**src/rtl/mafs_pkg.sv**
```systemverilog
// mafs_pkg: shared types, tables and header decode functions for the
// mpeg audio frame sync block; no dependencies
package mafs_pkg;

  typedef struct packed {
    logic [7:0]  out_byte;
    logic        frame_start;
    logic        frame_last;
    logic [1:0]  layer_num;
    logic [1:0]  version_code;
    logic [15:0] sample_rate_hz;
    logic [8:0]  bit_rate_kbps;
    logic [11:0] frame_bytes;
    logic [1:0]  channel_count;
    logic        crc_present;
    logic [1:0]  channel_mode;
    logic [1:0]  mode_extension;
  } mafs_beat_t;

  localparam logic [31:0] SYNC_MASK  = 32'hffe0_0000;
  localparam logic [3:0]  BR_FREE    = 4'h0;
  localparam logic [3:0]  BR_BAD     = 4'hf;
  localparam logic [1:0]  SR_RSVD    = 2'd3;
  localparam logic [1:0]  LAYER_RSVD = 2'd0;
  localparam logic [1:0]  MODE_MONO  = 2'd3;
  localparam logic [1:0]  LAYER_ONE  = 2'd1;
  localparam logic [1:0]  LAYER_TWO  = 2'd2;
  localparam logic [1:0]  VER_MPEG1  = 2'd0;
  localparam logic [1:0]  VER_LSF    = 2'd1;
  localparam logic [1:0]  VER_MPEG25 = 2'd2;
  localparam logic [17:0] L1_SCALE   = 18'd12000;
  localparam logic [17:0] L23_SCALE  = 18'd144000;

  localparam logic [15:0] BASE_RATE [4] = '{16'd44100, 16'd48000, 16'd32000, 16'd32000};

  localparam logic [8:0] KBPS_TBL [2][3][16] = '{
    '{'{9'd0, 9'd32, 9'd64, 9'd96, 9'd128, 9'd160, 9'd192, 9'd224,
        9'd256, 9'd288, 9'd320, 9'd352, 9'd384, 9'd416, 9'd448, 9'd0},
      '{9'd0, 9'd32, 9'd48, 9'd56, 9'd64, 9'd80, 9'd96, 9'd112,
        9'd128, 9'd160, 9'd192, 9'd224, 9'd256, 9'd320, 9'd384, 9'd0},
      '{9'd0, 9'd32, 9'd40, 9'd48, 9'd56, 9'd64, 9'd80, 9'd96,
        9'd112, 9'd128, 9'd160, 9'd192, 9'd224, 9'd256, 9'd320, 9'd0}},
    '{'{9'd0, 9'd32, 9'd48, 9'd56, 9'd64, 9'd80, 9'd96, 9'd112,
        9'd128, 9'd144, 9'd160, 9'd176, 9'd192, 9'd224, 9'd256, 9'd0},
      '{9'd0, 9'd8, 9'd16, 9'd24, 9'd32, 9'd40, 9'd48, 9'd56,
        9'd64, 9'd80, 9'd96, 9'd112, 9'd128, 9'd144, 9'd160, 9'd0},
      '{9'd0, 9'd8, 9'd16, 9'd24, 9'd32, 9'd40, 9'd48, 9'd56,
        9'd64, 9'd80, 9'd96, 9'd112, 9'd128, 9'd144, 9'd160, 9'd0}}
  };

  function automatic logic header_ok(input logic [31:0] h);
    return ((h & SYNC_MASK) == SYNC_MASK) && (h[18:17] != LAYER_RSVD) &&
           (h[15:12] != BR_FREE) && (h[15:12] != BR_BAD) && (h[11:10] != SR_RSVD);
  endfunction

  function automatic logic [1:0] version_of(input logic [31:0] h);
    if (h[20]) begin
      return h[19] ? VER_MPEG1 : VER_LSF;
    end
    return VER_MPEG25;
  endfunction

  // 4 minus layer bits, modulo 4
  function automatic logic [1:0] layer_of(input logic [31:0] h);
    return 2'd0 - h[18:17];
  endfunction

  function automatic logic [15:0] rate_of(input logic [31:0] h);
    return BASE_RATE[h[11:10]] >> version_of(h);
  endfunction

  function automatic logic [8:0] kbps_of(input logic [31:0] h);
    logic       lowrate;
    logic [1:0] lidx;
    lowrate = (version_of(h) != VER_MPEG1);
    lidx    = layer_of(h) - 2'd1;
    return KBPS_TBL[lowrate][lidx][h[15:12]];
  endfunction

  function automatic mafs_beat_t beat_of(input logic [31:0] h, input logic [11:0] len,
                                         input logic [7:0] b, input logic start,
                                         input logic last);
    mafs_beat_t r;
    r.out_byte       = b;
    r.frame_start    = start;
    r.frame_last     = last;
    r.layer_num      = layer_of(h);
    r.version_code   = version_of(h);
    r.sample_rate_hz = rate_of(h);
    r.bit_rate_kbps  = kbps_of(h);
    r.frame_bytes    = len;
    r.channel_count  = (h[7:6] == MODE_MONO) ? 2'd1 : 2'd2;
    r.crc_present    = ~h[16];
    r.channel_mode   = h[7:6];
    r.mode_extension = h[5:4];
    return r;
  endfunction

endpackage

```
**src/rtl/mafs_if.sv**
```systemverilog
// mafs_if: valid/ready stream interfaces for the input bytes and the
// output frame beats; no dependencies
interface mafs_in_if;
  logic       valid;
  logic       ready;
  logic [7:0] stream_byte;
  modport source (output valid, output stream_byte, input ready);
  modport sink (input valid, input stream_byte, output ready);
endinterface

interface mafs_out_if;
  logic        valid;
  logic        ready;
  logic [7:0]  out_byte;
  logic        frame_start;
  logic        frame_last;
  logic [1:0]  layer_num;
  logic [1:0]  version_code;
  logic [15:0] sample_rate_hz;
  logic [8:0]  bit_rate_kbps;
  logic [11:0] frame_bytes;
  logic [1:0]  channel_count;
  logic        crc_present;
  logic [1:0]  channel_mode;
  logic [1:0]  mode_extension;
  modport source (output valid, input ready, output out_byte, output frame_start,
                  output frame_last, output layer_num, output version_code,
                  output sample_rate_hz, output bit_rate_kbps, output frame_bytes,
                  output channel_count, output crc_present, output channel_mode,
                  output mode_extension);
  modport sink (input valid, output ready, input out_byte, input frame_start,
                input frame_last, input layer_num, input version_code,
                input sample_rate_hz, input bit_rate_kbps, input frame_bytes,
                input channel_count, input crc_present, input channel_mode,
                input mode_extension);
endinterface

```
**src/rtl/mpeg_audio_frame_sync.sv**
```systemverilog
// mpeg_audio_frame_sync: header search, frame length by a restoring
// divider, frame slicing; uses mafs_pkg and mafs_if
//
//   channel | dir | modport | payload
//   in_i    | in  | sink    | stream_byte, one per beat
//   out_o   | out | source  | frame byte plus decoded header fields
//
// search: one byte per cycle, no output beat
// valid header: a multiply state, then 12 divider steps, then 4 header beats
// frame bytes: one per cycle while the output register drains
// reset clears the sequencer, window fill and output valid
// in_i.ready is low during the multiply, while the divider runs, header beats are pending
// or a frame beat waits on out_o.ready
module mpeg_audio_frame_sync import mafs_pkg::*; (
  input  logic       clk_i,
  input  logic       rst_ni,
  mafs_in_if.sink    in_i,
  mafs_out_if.source out_o
);

  localparam logic [2:0] ST_SEARCH = 3'd0;
  localparam logic [2:0] ST_MUL    = 3'd1;
  localparam logic [2:0] ST_DIV    = 3'd2;
  localparam logic [2:0] ST_HDR    = 3'd3;
  localparam logic [2:0] ST_FRAME  = 3'd4;
  localparam logic [3:0] DIV_LAST  = 4'd11;

  logic [2:0]  state_q, state_d;
  logic [23:0] win_q, win_d;
  logic [1:0]  fill_q, fill_d;
  logic [31:0] hdr_q, hdr_d;
  logic [11:0] len_q, len_d;
  logic [11:0] seen_q, seen_d;
  logic [15:0] div_q, div_d;
  logic [15:0] rem_q, rem_d;
  logic [11:0] quo_q, quo_d;
  logic [3:0]  cnt_q, cnt_d;
  logic [1:0]  idx_q, idx_d;
  logic        out_valid_q, out_valid_d;
  mafs_beat_t  out_q, out_d;

  logic        in_ready;
  logic        in_fire;
  logic        out_free;
  logic [31:0] cand;
  logic [26:0] product;
  logic [15:0] rate_h;
  logic [16:0] trial;
  logic [16:0] diff;
  logic        ge;
  logic [11:0] qpad;
  logic [11:0] seen_inc;
  logic [7:0]  hdr_byte;

  assign out_free = !out_valid_q || out_o.ready;
  assign in_ready = (state_q == ST_SEARCH) || ((state_q == ST_FRAME) && out_free);
  assign in_fire  = in_i.valid && in_ready;
  assign cand     = {win_q, in_i.stream_byte};
  assign product  = kbps_of(hdr_q) * ((layer_of(hdr_q) == LAYER_ONE) ? L1_SCALE : L23_SCALE);
  assign rate_h   = rate_of(hdr_q);
  assign trial    = {rem_q, quo_q[11]};
  assign diff     = trial - {1'b0, div_q};
  assign ge       = trial >= {1'b0, div_q};
  assign seen_inc = seen_q + 12'd1;

  always_comb begin
    case (idx_q)
      2'd0:    hdr_byte = hdr_q[31:24];
      2'd1:    hdr_byte = hdr_q[23:16];
      2'd2:    hdr_byte = hdr_q[15:8];
      default: hdr_byte = hdr_q[7:0];
    endcase
  end

  always_comb begin
    state_d     = state_q;
    win_d       = win_q;
    fill_d      = fill_q;
    hdr_d       = hdr_q;
    len_d       = len_q;
    seen_d      = seen_q;
    div_d       = div_q;
    rem_d       = rem_q;
    quo_d       = quo_q;
    cnt_d       = cnt_q;
    idx_d       = idx_q;
    out_valid_d = out_valid_q && !out_o.ready;
    out_d       = out_q;
    qpad        = '0;
    case (state_q)
      ST_SEARCH: begin
        if (in_fire) begin
          if (fill_q != 2'd3) begin
            win_d  = cand[23:0];
            fill_d = fill_q + 2'd1;
          end else if (header_ok(cand)) begin
            hdr_d   = cand;
            win_d   = '0;
            fill_d  = '0;
            state_d = ST_MUL;
          end else begin
            win_d = cand[23:0];
          end
        end
      end
      ST_MUL: begin
        rem_d = {2'b00, product[25:12]};
        quo_d = product[11:0];
        if ((layer_of(hdr_q) != LAYER_ONE) && (layer_of(hdr_q) != LAYER_TWO) &&
            (version_of(hdr_q) != VER_MPEG1)) begin
          div_d = {rate_h[14:0], 1'b0};
        end else begin
          div_d = rate_h;
        end
        cnt_d   = '0;
        state_d = ST_DIV;
      end
      ST_DIV: begin
        rem_d = ge ? diff[15:0] : trial[15:0];
        quo_d = {quo_q[10:0], ge};
        cnt_d = cnt_q + 4'd1;
        if (cnt_q == DIV_LAST) begin
          qpad = quo_d + {11'd0, hdr_q[9]};
          len_d   = (layer_of(hdr_q) == LAYER_ONE) ? {qpad[9:0], 2'b00} : qpad;
          idx_d   = '0;
          state_d = ST_HDR;
        end
      end
      ST_HDR: begin
        if (out_free) begin
          out_valid_d = 1'b1;
          out_d       = beat_of(hdr_q, len_q, hdr_byte, idx_q == 2'd0, 1'b0);
          idx_d       = idx_q + 2'd1;
          if (idx_q == 2'd3) begin
            seen_d  = 12'd4;
            state_d = ST_FRAME;
          end
        end
      end
      ST_FRAME: begin
        if (in_fire) begin
          out_valid_d = 1'b1;
          out_d       = beat_of(hdr_q, len_q, in_i.stream_byte, 1'b0, seen_inc >= len_q);
          seen_d      = seen_inc;
          if (seen_inc >= len_q) begin
            seen_d  = '0;
            win_d   = '0;
            fill_d  = '0;
            state_d = ST_SEARCH;
          end
        end
      end
      default: begin
        state_d = ST_SEARCH;
      end
    endcase
  end

  always_ff @(posedge clk_i or negedge rst_ni) begin
    if (!rst_ni) begin
      state_q     <= ST_SEARCH;
      win_q       <= '0;
      fill_q      <= '0;
      seen_q      <= '0;
      cnt_q       <= '0;
      idx_q       <= '0;
      out_valid_q <= 1'b0;
    end else begin
      state_q     <= state_d;
      win_q       <= win_d;
      fill_q      <= fill_d;
      seen_q      <= seen_d;
      cnt_q       <= cnt_d;
      idx_q       <= idx_d;
      out_valid_q <= out_valid_d;
    end
  end

  always_ff @(posedge clk_i) begin
    hdr_q <= hdr_d;
    len_q <= len_d;
    div_q <= div_d;
    rem_q <= rem_d;
    quo_q <= quo_d;
    out_q <= out_d;
  end

  assign in_i.ready           = in_ready;
  assign out_o.valid          = out_valid_q;
  assign out_o.out_byte       = out_q.out_byte;
  assign out_o.frame_start    = out_q.frame_start;
  assign out_o.frame_last     = out_q.frame_last;
  assign out_o.layer_num      = out_q.layer_num;
  assign out_o.version_code   = out_q.version_code;
  assign out_o.sample_rate_hz = out_q.sample_rate_hz;
  assign out_o.bit_rate_kbps  = out_q.bit_rate_kbps;
  assign out_o.frame_bytes    = out_q.frame_bytes;
  assign out_o.channel_count  = out_q.channel_count;
  assign out_o.crc_present    = out_q.crc_present;
  assign out_o.channel_mode   = out_q.channel_mode;
  assign out_o.mode_extension = out_q.mode_extension;

endmodule

```
**src/flat_wrapper.sv**
```systemverilog
// flat-port wrapper written by rule: the top's interface ports become plain ports
module mpeg_audio_frame_sync_flat import mafs_pkg::*;
  (clk_i, rst_ni, in_i_valid, in_i_stream_byte, in_i_ready, out_o_valid, out_o_ready, out_o_out_byte, out_o_frame_start, out_o_frame_last, out_o_layer_num, out_o_version_code, out_o_sample_rate_hz, out_o_bit_rate_kbps, out_o_frame_bytes, out_o_channel_count, out_o_crc_present, out_o_channel_mode, out_o_mode_extension);
  mafs_in_if in_i_i ();
  mafs_out_if out_o_i ();
  input  logic clk_i;
  input  logic rst_ni;
  input wire logic [$bits(in_i_i.valid)-1:0] in_i_valid;
  input wire logic [$bits(in_i_i.stream_byte)-1:0] in_i_stream_byte;
  output wire logic [$bits(in_i_i.ready)-1:0] in_i_ready;
  output wire logic [$bits(out_o_i.valid)-1:0] out_o_valid;
  input wire logic [$bits(out_o_i.ready)-1:0] out_o_ready;
  output wire logic [$bits(out_o_i.out_byte)-1:0] out_o_out_byte;
  output wire logic [$bits(out_o_i.frame_start)-1:0] out_o_frame_start;
  output wire logic [$bits(out_o_i.frame_last)-1:0] out_o_frame_last;
  output wire logic [$bits(out_o_i.layer_num)-1:0] out_o_layer_num;
  output wire logic [$bits(out_o_i.version_code)-1:0] out_o_version_code;
  output wire logic [$bits(out_o_i.sample_rate_hz)-1:0] out_o_sample_rate_hz;
  output wire logic [$bits(out_o_i.bit_rate_kbps)-1:0] out_o_bit_rate_kbps;
  output wire logic [$bits(out_o_i.frame_bytes)-1:0] out_o_frame_bytes;
  output wire logic [$bits(out_o_i.channel_count)-1:0] out_o_channel_count;
  output wire logic [$bits(out_o_i.crc_present)-1:0] out_o_crc_present;
  output wire logic [$bits(out_o_i.channel_mode)-1:0] out_o_channel_mode;
  output wire logic [$bits(out_o_i.mode_extension)-1:0] out_o_mode_extension;
  assign in_i_i.valid = in_i_valid;
  assign in_i_i.stream_byte = in_i_stream_byte;
  assign in_i_ready = in_i_i.ready;
  assign out_o_valid = out_o_i.valid;
  assign out_o_i.ready = out_o_ready;
  assign out_o_out_byte = out_o_i.out_byte;
  assign out_o_frame_start = out_o_i.frame_start;
  assign out_o_frame_last = out_o_i.frame_last;
  assign out_o_layer_num = out_o_i.layer_num;
  assign out_o_version_code = out_o_i.version_code;
  assign out_o_sample_rate_hz = out_o_i.sample_rate_hz;
  assign out_o_bit_rate_kbps = out_o_i.bit_rate_kbps;
  assign out_o_frame_bytes = out_o_i.frame_bytes;
  assign out_o_channel_count = out_o_i.channel_count;
  assign out_o_crc_present = out_o_i.crc_present;
  assign out_o_channel_mode = out_o_i.channel_mode;
  assign out_o_mode_extension = out_o_i.mode_extension;
  mpeg_audio_frame_sync u_core (.clk_i(clk_i), .rst_ni(rst_ni), .in_i(in_i_i), .out_o(out_o_i));
endmodule
```
**config.mk**
```make
export PLATFORM = sky130hd
export DESIGN_NAME = mpeg_audio_frame_sync_flat
export DESIGN_NICKNAME = d
export VERILOG_FILES = /design/src/rtl/mafs_pkg.sv /design/src/rtl/mafs_if.sv /design/src/rtl/mpeg_audio_frame_sync.sv /design/src/flat_wrapper.sv
export SDC_FILE = /design/constraint.sdc
export NUM_CORES = 1
export LEC_CHECK = 0
export ABC_AREA = 1
export ABC_CLOCK_PERIOD_IN_PS = 10800
export BUFFER_PORTS_ARGS = -buffer_cell sky130_fd_sc_hd__clkbuf_2
export CAP_MARGIN = 5
export CORE_UTILIZATION = 45
export CTS_CLUSTER_SIZE = 40
export DETAILED_ROUTE_END_ITERATION = 12
export PLACE_DENSITY = 0.61
export SLEW_MARGIN = 20
export SYNTH_ARGS = -nofsm -noshare
export SYNTH_HDL_FRONTEND = slang
export SYNTH_SLANG_ARGS = --single-unit
```
**constraint.sdc**
```tcl
create_clock -name clk_i -period 10.8 [get_ports clk_i]
set_input_delay 1.08 -clock clk_i [delete_from_list [all_inputs] [get_ports clk_i]]
set_output_delay 1.08 -clock clk_i [all_outputs]
set_load 0.01 [all_outputs]
```
==> results.yml <==
outcome:
  outcome: "completed"
power:
  p_per_area_mw_per_mm2: 225.9
  combPwrFrac_pct: 37.6
  p_sw_share_pct: 40.82
  clockPowerShare_pct: 22.7
  power_leakage_nw: 6.324
  internal_power_mw: 1.764
  peakVddDrop_mv: 0.1632
  p_sw_mw: 1.217
  pwr-share-seq_pct: 39.7
  finalPower_mw: 2.981
synthesis:
  ys_ff_latch: 191
  synth.distinct_cells: 45
  synth_cells: 1354
  yosysSeqAreaShare_pct: 46.19
  synth-edff-count: 143
  yosys.area.top_type: "edfxtp_1"
  async_flop_share_pct: 25.13
  syn_area_per_cell_sq_um: 8.786
  syn_area_sq_mm: 0.01190
  synth_ff_type: "edfxtp_1"
  synth_top_area_share_pct: 36.10
  synth_area_leaders: "edfxtp_1 36%, ha_1 10%, nand2_1 10%"
  yosysWarningCount: 0
sta:
  finalCritPeriodShare_pct: 54.95
  hold_viol_final: 0
  fin_crit_ps: 5934
  max_freq_mhz: 168.5
  relSlewSlack_pct: 35.60
  drv_slew: 0
  worst_slew_pin_slew_ps: 962.4
  grt_setup_unrepaired: "false"
  skew_ps: 22.17
  setup_ws_ps: 4866
  setup_viol: 0
  setup_tns_ps: 0
global_route:
  overflow: 0
  grt.total_usage_pct: 21.59
  grt_max_degree: 49
  grt_pass1_vias: 8604
  antenna_found_initial: 0
  grt_pass1_wl_um: 45230
clock_network:
  post-cts-setup-buffers: 0
  htree_levels: 4
  clock_path_buffers: 2
  clkLatencyLatePin_ps: 450
  cts_buffers: 17
  cts_tree: "built"
  cts_resized: 0
  clockRootBuffer: "clkbuf_16"
  numClockSinks: 191
  path_clk_slew_ps: 80
  postCtsHoldBufs: 0
flow_run:
  drv_cap: 0
worst_setup_path:
  r2r_slack_ps: 4870
  critPathLaunchType: "flip-flop"
  crit_path_top_delay_cell: "edfxtp_1"
  critPathMaxFanout: 11
  max_stage_delay_ps: 580
  reg2reg_from: "u_core.hdr_q[17]"
  path_class: "reg -> reg"
  crit_top_cell: "nand2_1"
  critPathRequiredTime_ps: 10990
  r2r-end: "u_core.rem_q[13]"
  cp.arrival_ps: 6120
  crit_path_end_kind: "flip-flop"
  r2r_cells: 29
route:
  wl_per_cell_um: 15.65
  detail_route.iter0.violations: 630
  ant_nets: 0
  drt_pass1_iterations: 5
  wl_um: 27650
  vias_per_cell: 5.167
  via_count: 9125
  post-route-drc-count: 0
floorplan:
  die-width_um: 164.6
  initial_utilization_pct: 45.78
  ios: 72
  core_area_sq_mm: 0.02598
  placementRows: 59
  fp.dieH_um: 164.6
  fp.dieArea_sq_mm: 0.02709
place:
  hpwl_um: 20870
  place_congestion: 0.9052
  pre_cts_ws_ps: 4906
  port_buffers: 68
layout:
  area_delta_synth_final_pct: 10.93
  mostFrequentLayoutCell: "nand2_1"
  layout_common_cells: "323 x nand2_1, 209 x inv_1, 143 x edfxtp_1, 100 x nand3_1, 97 x ha_1"
  drive_above_1_share_pct: 10.55
  nets: 1548
  insertedDiodeCount: 0
hold_path:
  holdPathEnd: "u_core.out_o.frame_bytes[8]"
  min_from: "u_core.len_q[8]"
  hold_depth: 0
  hp-class: "reg -> reg"
-- cells in the mapped netlist, types with 2 or more instances --
| cell | instances |
|---|---|
| a21oi_1 | 60 |
| a21oi_2 | 2 |
| and2_1 | 2 |
| buf_1 | 4 |
| buf_2 | 6 |
| buf_4 | 3 |
| buf_6 | 4 |
| clkbuf_1 | 16 |
| dfrtp_1 | 48 |
| edfxtp_1 | 143 |
| fa_1 | 21 |
| ha_1 | 97 |
| inv_1 | 209 |
| inv_2 | 8 |
| nand2_1 | 323 |
| nand2_2 | 9 |
| nand2_4 | 3 |
| nand3_1 | 100 |
| nand3b_1 | 12 |
| nand4_1 | 17 |
| nor2_1 | 86 |
| nor2_2 | 5 |
| nor2_4 | 3 |
| nor3_1 | 10 |
| o211ai_1 | 8 |
| o21ai_0 | 91 |
| o21ai_1 | 10 |
| o21ai_2 | 8 |
| o21bai_1 | 3 |
| o22ai_1 | 2 |
| xnor2_1 | 10 |
| xor2_1 | 18 |
-- cell families (layout without fill, tap and decap cells) --
group                    after synthesis  count (layout)  share of synthesized area, %
AO/OA/AOI/OAI                        189             189                         8.646
adder cells (fa/ha/maj)              118             118                         13.74
other                                  1               5                       0.03152
flip-flops                           191             191                         46.19
buffers and inverters                253             326                         8.445
AND/OR/NAND/NOR                      574             574                         20.89
XOR/XNOR                              28              28                         2.061
-- layer usage --
metal	up-vias	track usage [%]	wire, um
met5	-	0	0
met1	4312	30.78	13220
li1	4580	-	-
met3	19	3.893	1404
met2	214	34.22	12700
met4	0	4.587	320
-- final cells by class --
type | count | area, sq um
well taps | 335 | 419.2
multi-input cells | 914 | 5421
clock inverters | 15 | 217.7
clock buffers | 17 | 425.4
fillers | 2468 | 12790
repair buffers | 74 | 385.4
inverters | 220 | 832.0
flip-flops and latches | 191 | 5495
-- power by group through the flow --
stage	clock network, mW	logic [mW]	registers [mW]
final	0.677	1.12	1.18
after global routing	0.721	1.29	1.20
after CTS	0.692	1.13	1.18
after detailed placement	0	1.12	1.20
after global placement	0	1.11	1.19
after floorplan	0	0.822	1.18
-- state kept, by name, summed over array words and instances (netlist names), 3 cells and up --
signal and flops:
u_core.hdr_q 32, u_core.win_q 24, u_core.div_q 16, u_core.out_o.sample_rate_hz 16, u_core.rem_q 16, u_core.len_q 12
u_core.out_o.frame_bytes 12, u_core.quo_q 12, u_core.seen_q 12, u_core.out_o.out_byte 8, u_core.out_o.bit_rate_kbps 6, u_core.cnt_q 4
u_core.state_q 3
-- worst max-delay path by stage --
stage	start	endpoint	slack (ps)
6_report	u_core.hdr_q[17]	u_core.rem_q[13]	4870
5_1_grt	u_core.hdr_q[17]	u_core.rem_q[12]	4400
4_1_cts	u_core.hdr_q[17]	u_core.rem_q[13]	4880
3_5_place_dp	u_core.hdr_q[17]	u_core.rem_q[13]	4910
3_3_place_gp	u_core.hdr_q[17]	u_core.rem_q[13]	4950
2_1_floorplan	u_core.hdr_q[17]	u_core.rem_q[7]	5550
-- worst max-delay path: cells and delay by family, from the launching register on --
family	cells	cell delay, ps
AO/OA/AOI/OAI	1	100
adder cells (fa/ha/maj)	6	2580
buffers and inverters	4	390
flip-flops	1	580
AND/OR/NAND/NOR	18	2030
-- per-stage QoR --
stage	instance area [sq um]	hold WS [ps]	utilization (%)	instances
after floorplan	11910	426.4	-	1358
after global placement	12550	436.3	48.31	1734
after detailed placement	12550	435.9	48.31	1734
after CTS	13200	454.2	50.78	1766
after global routing	13200	467.1	50.78	1766
final	13200	453.1	50.78	1766
No activity file was read; power rests on OpenSTA's default activity.
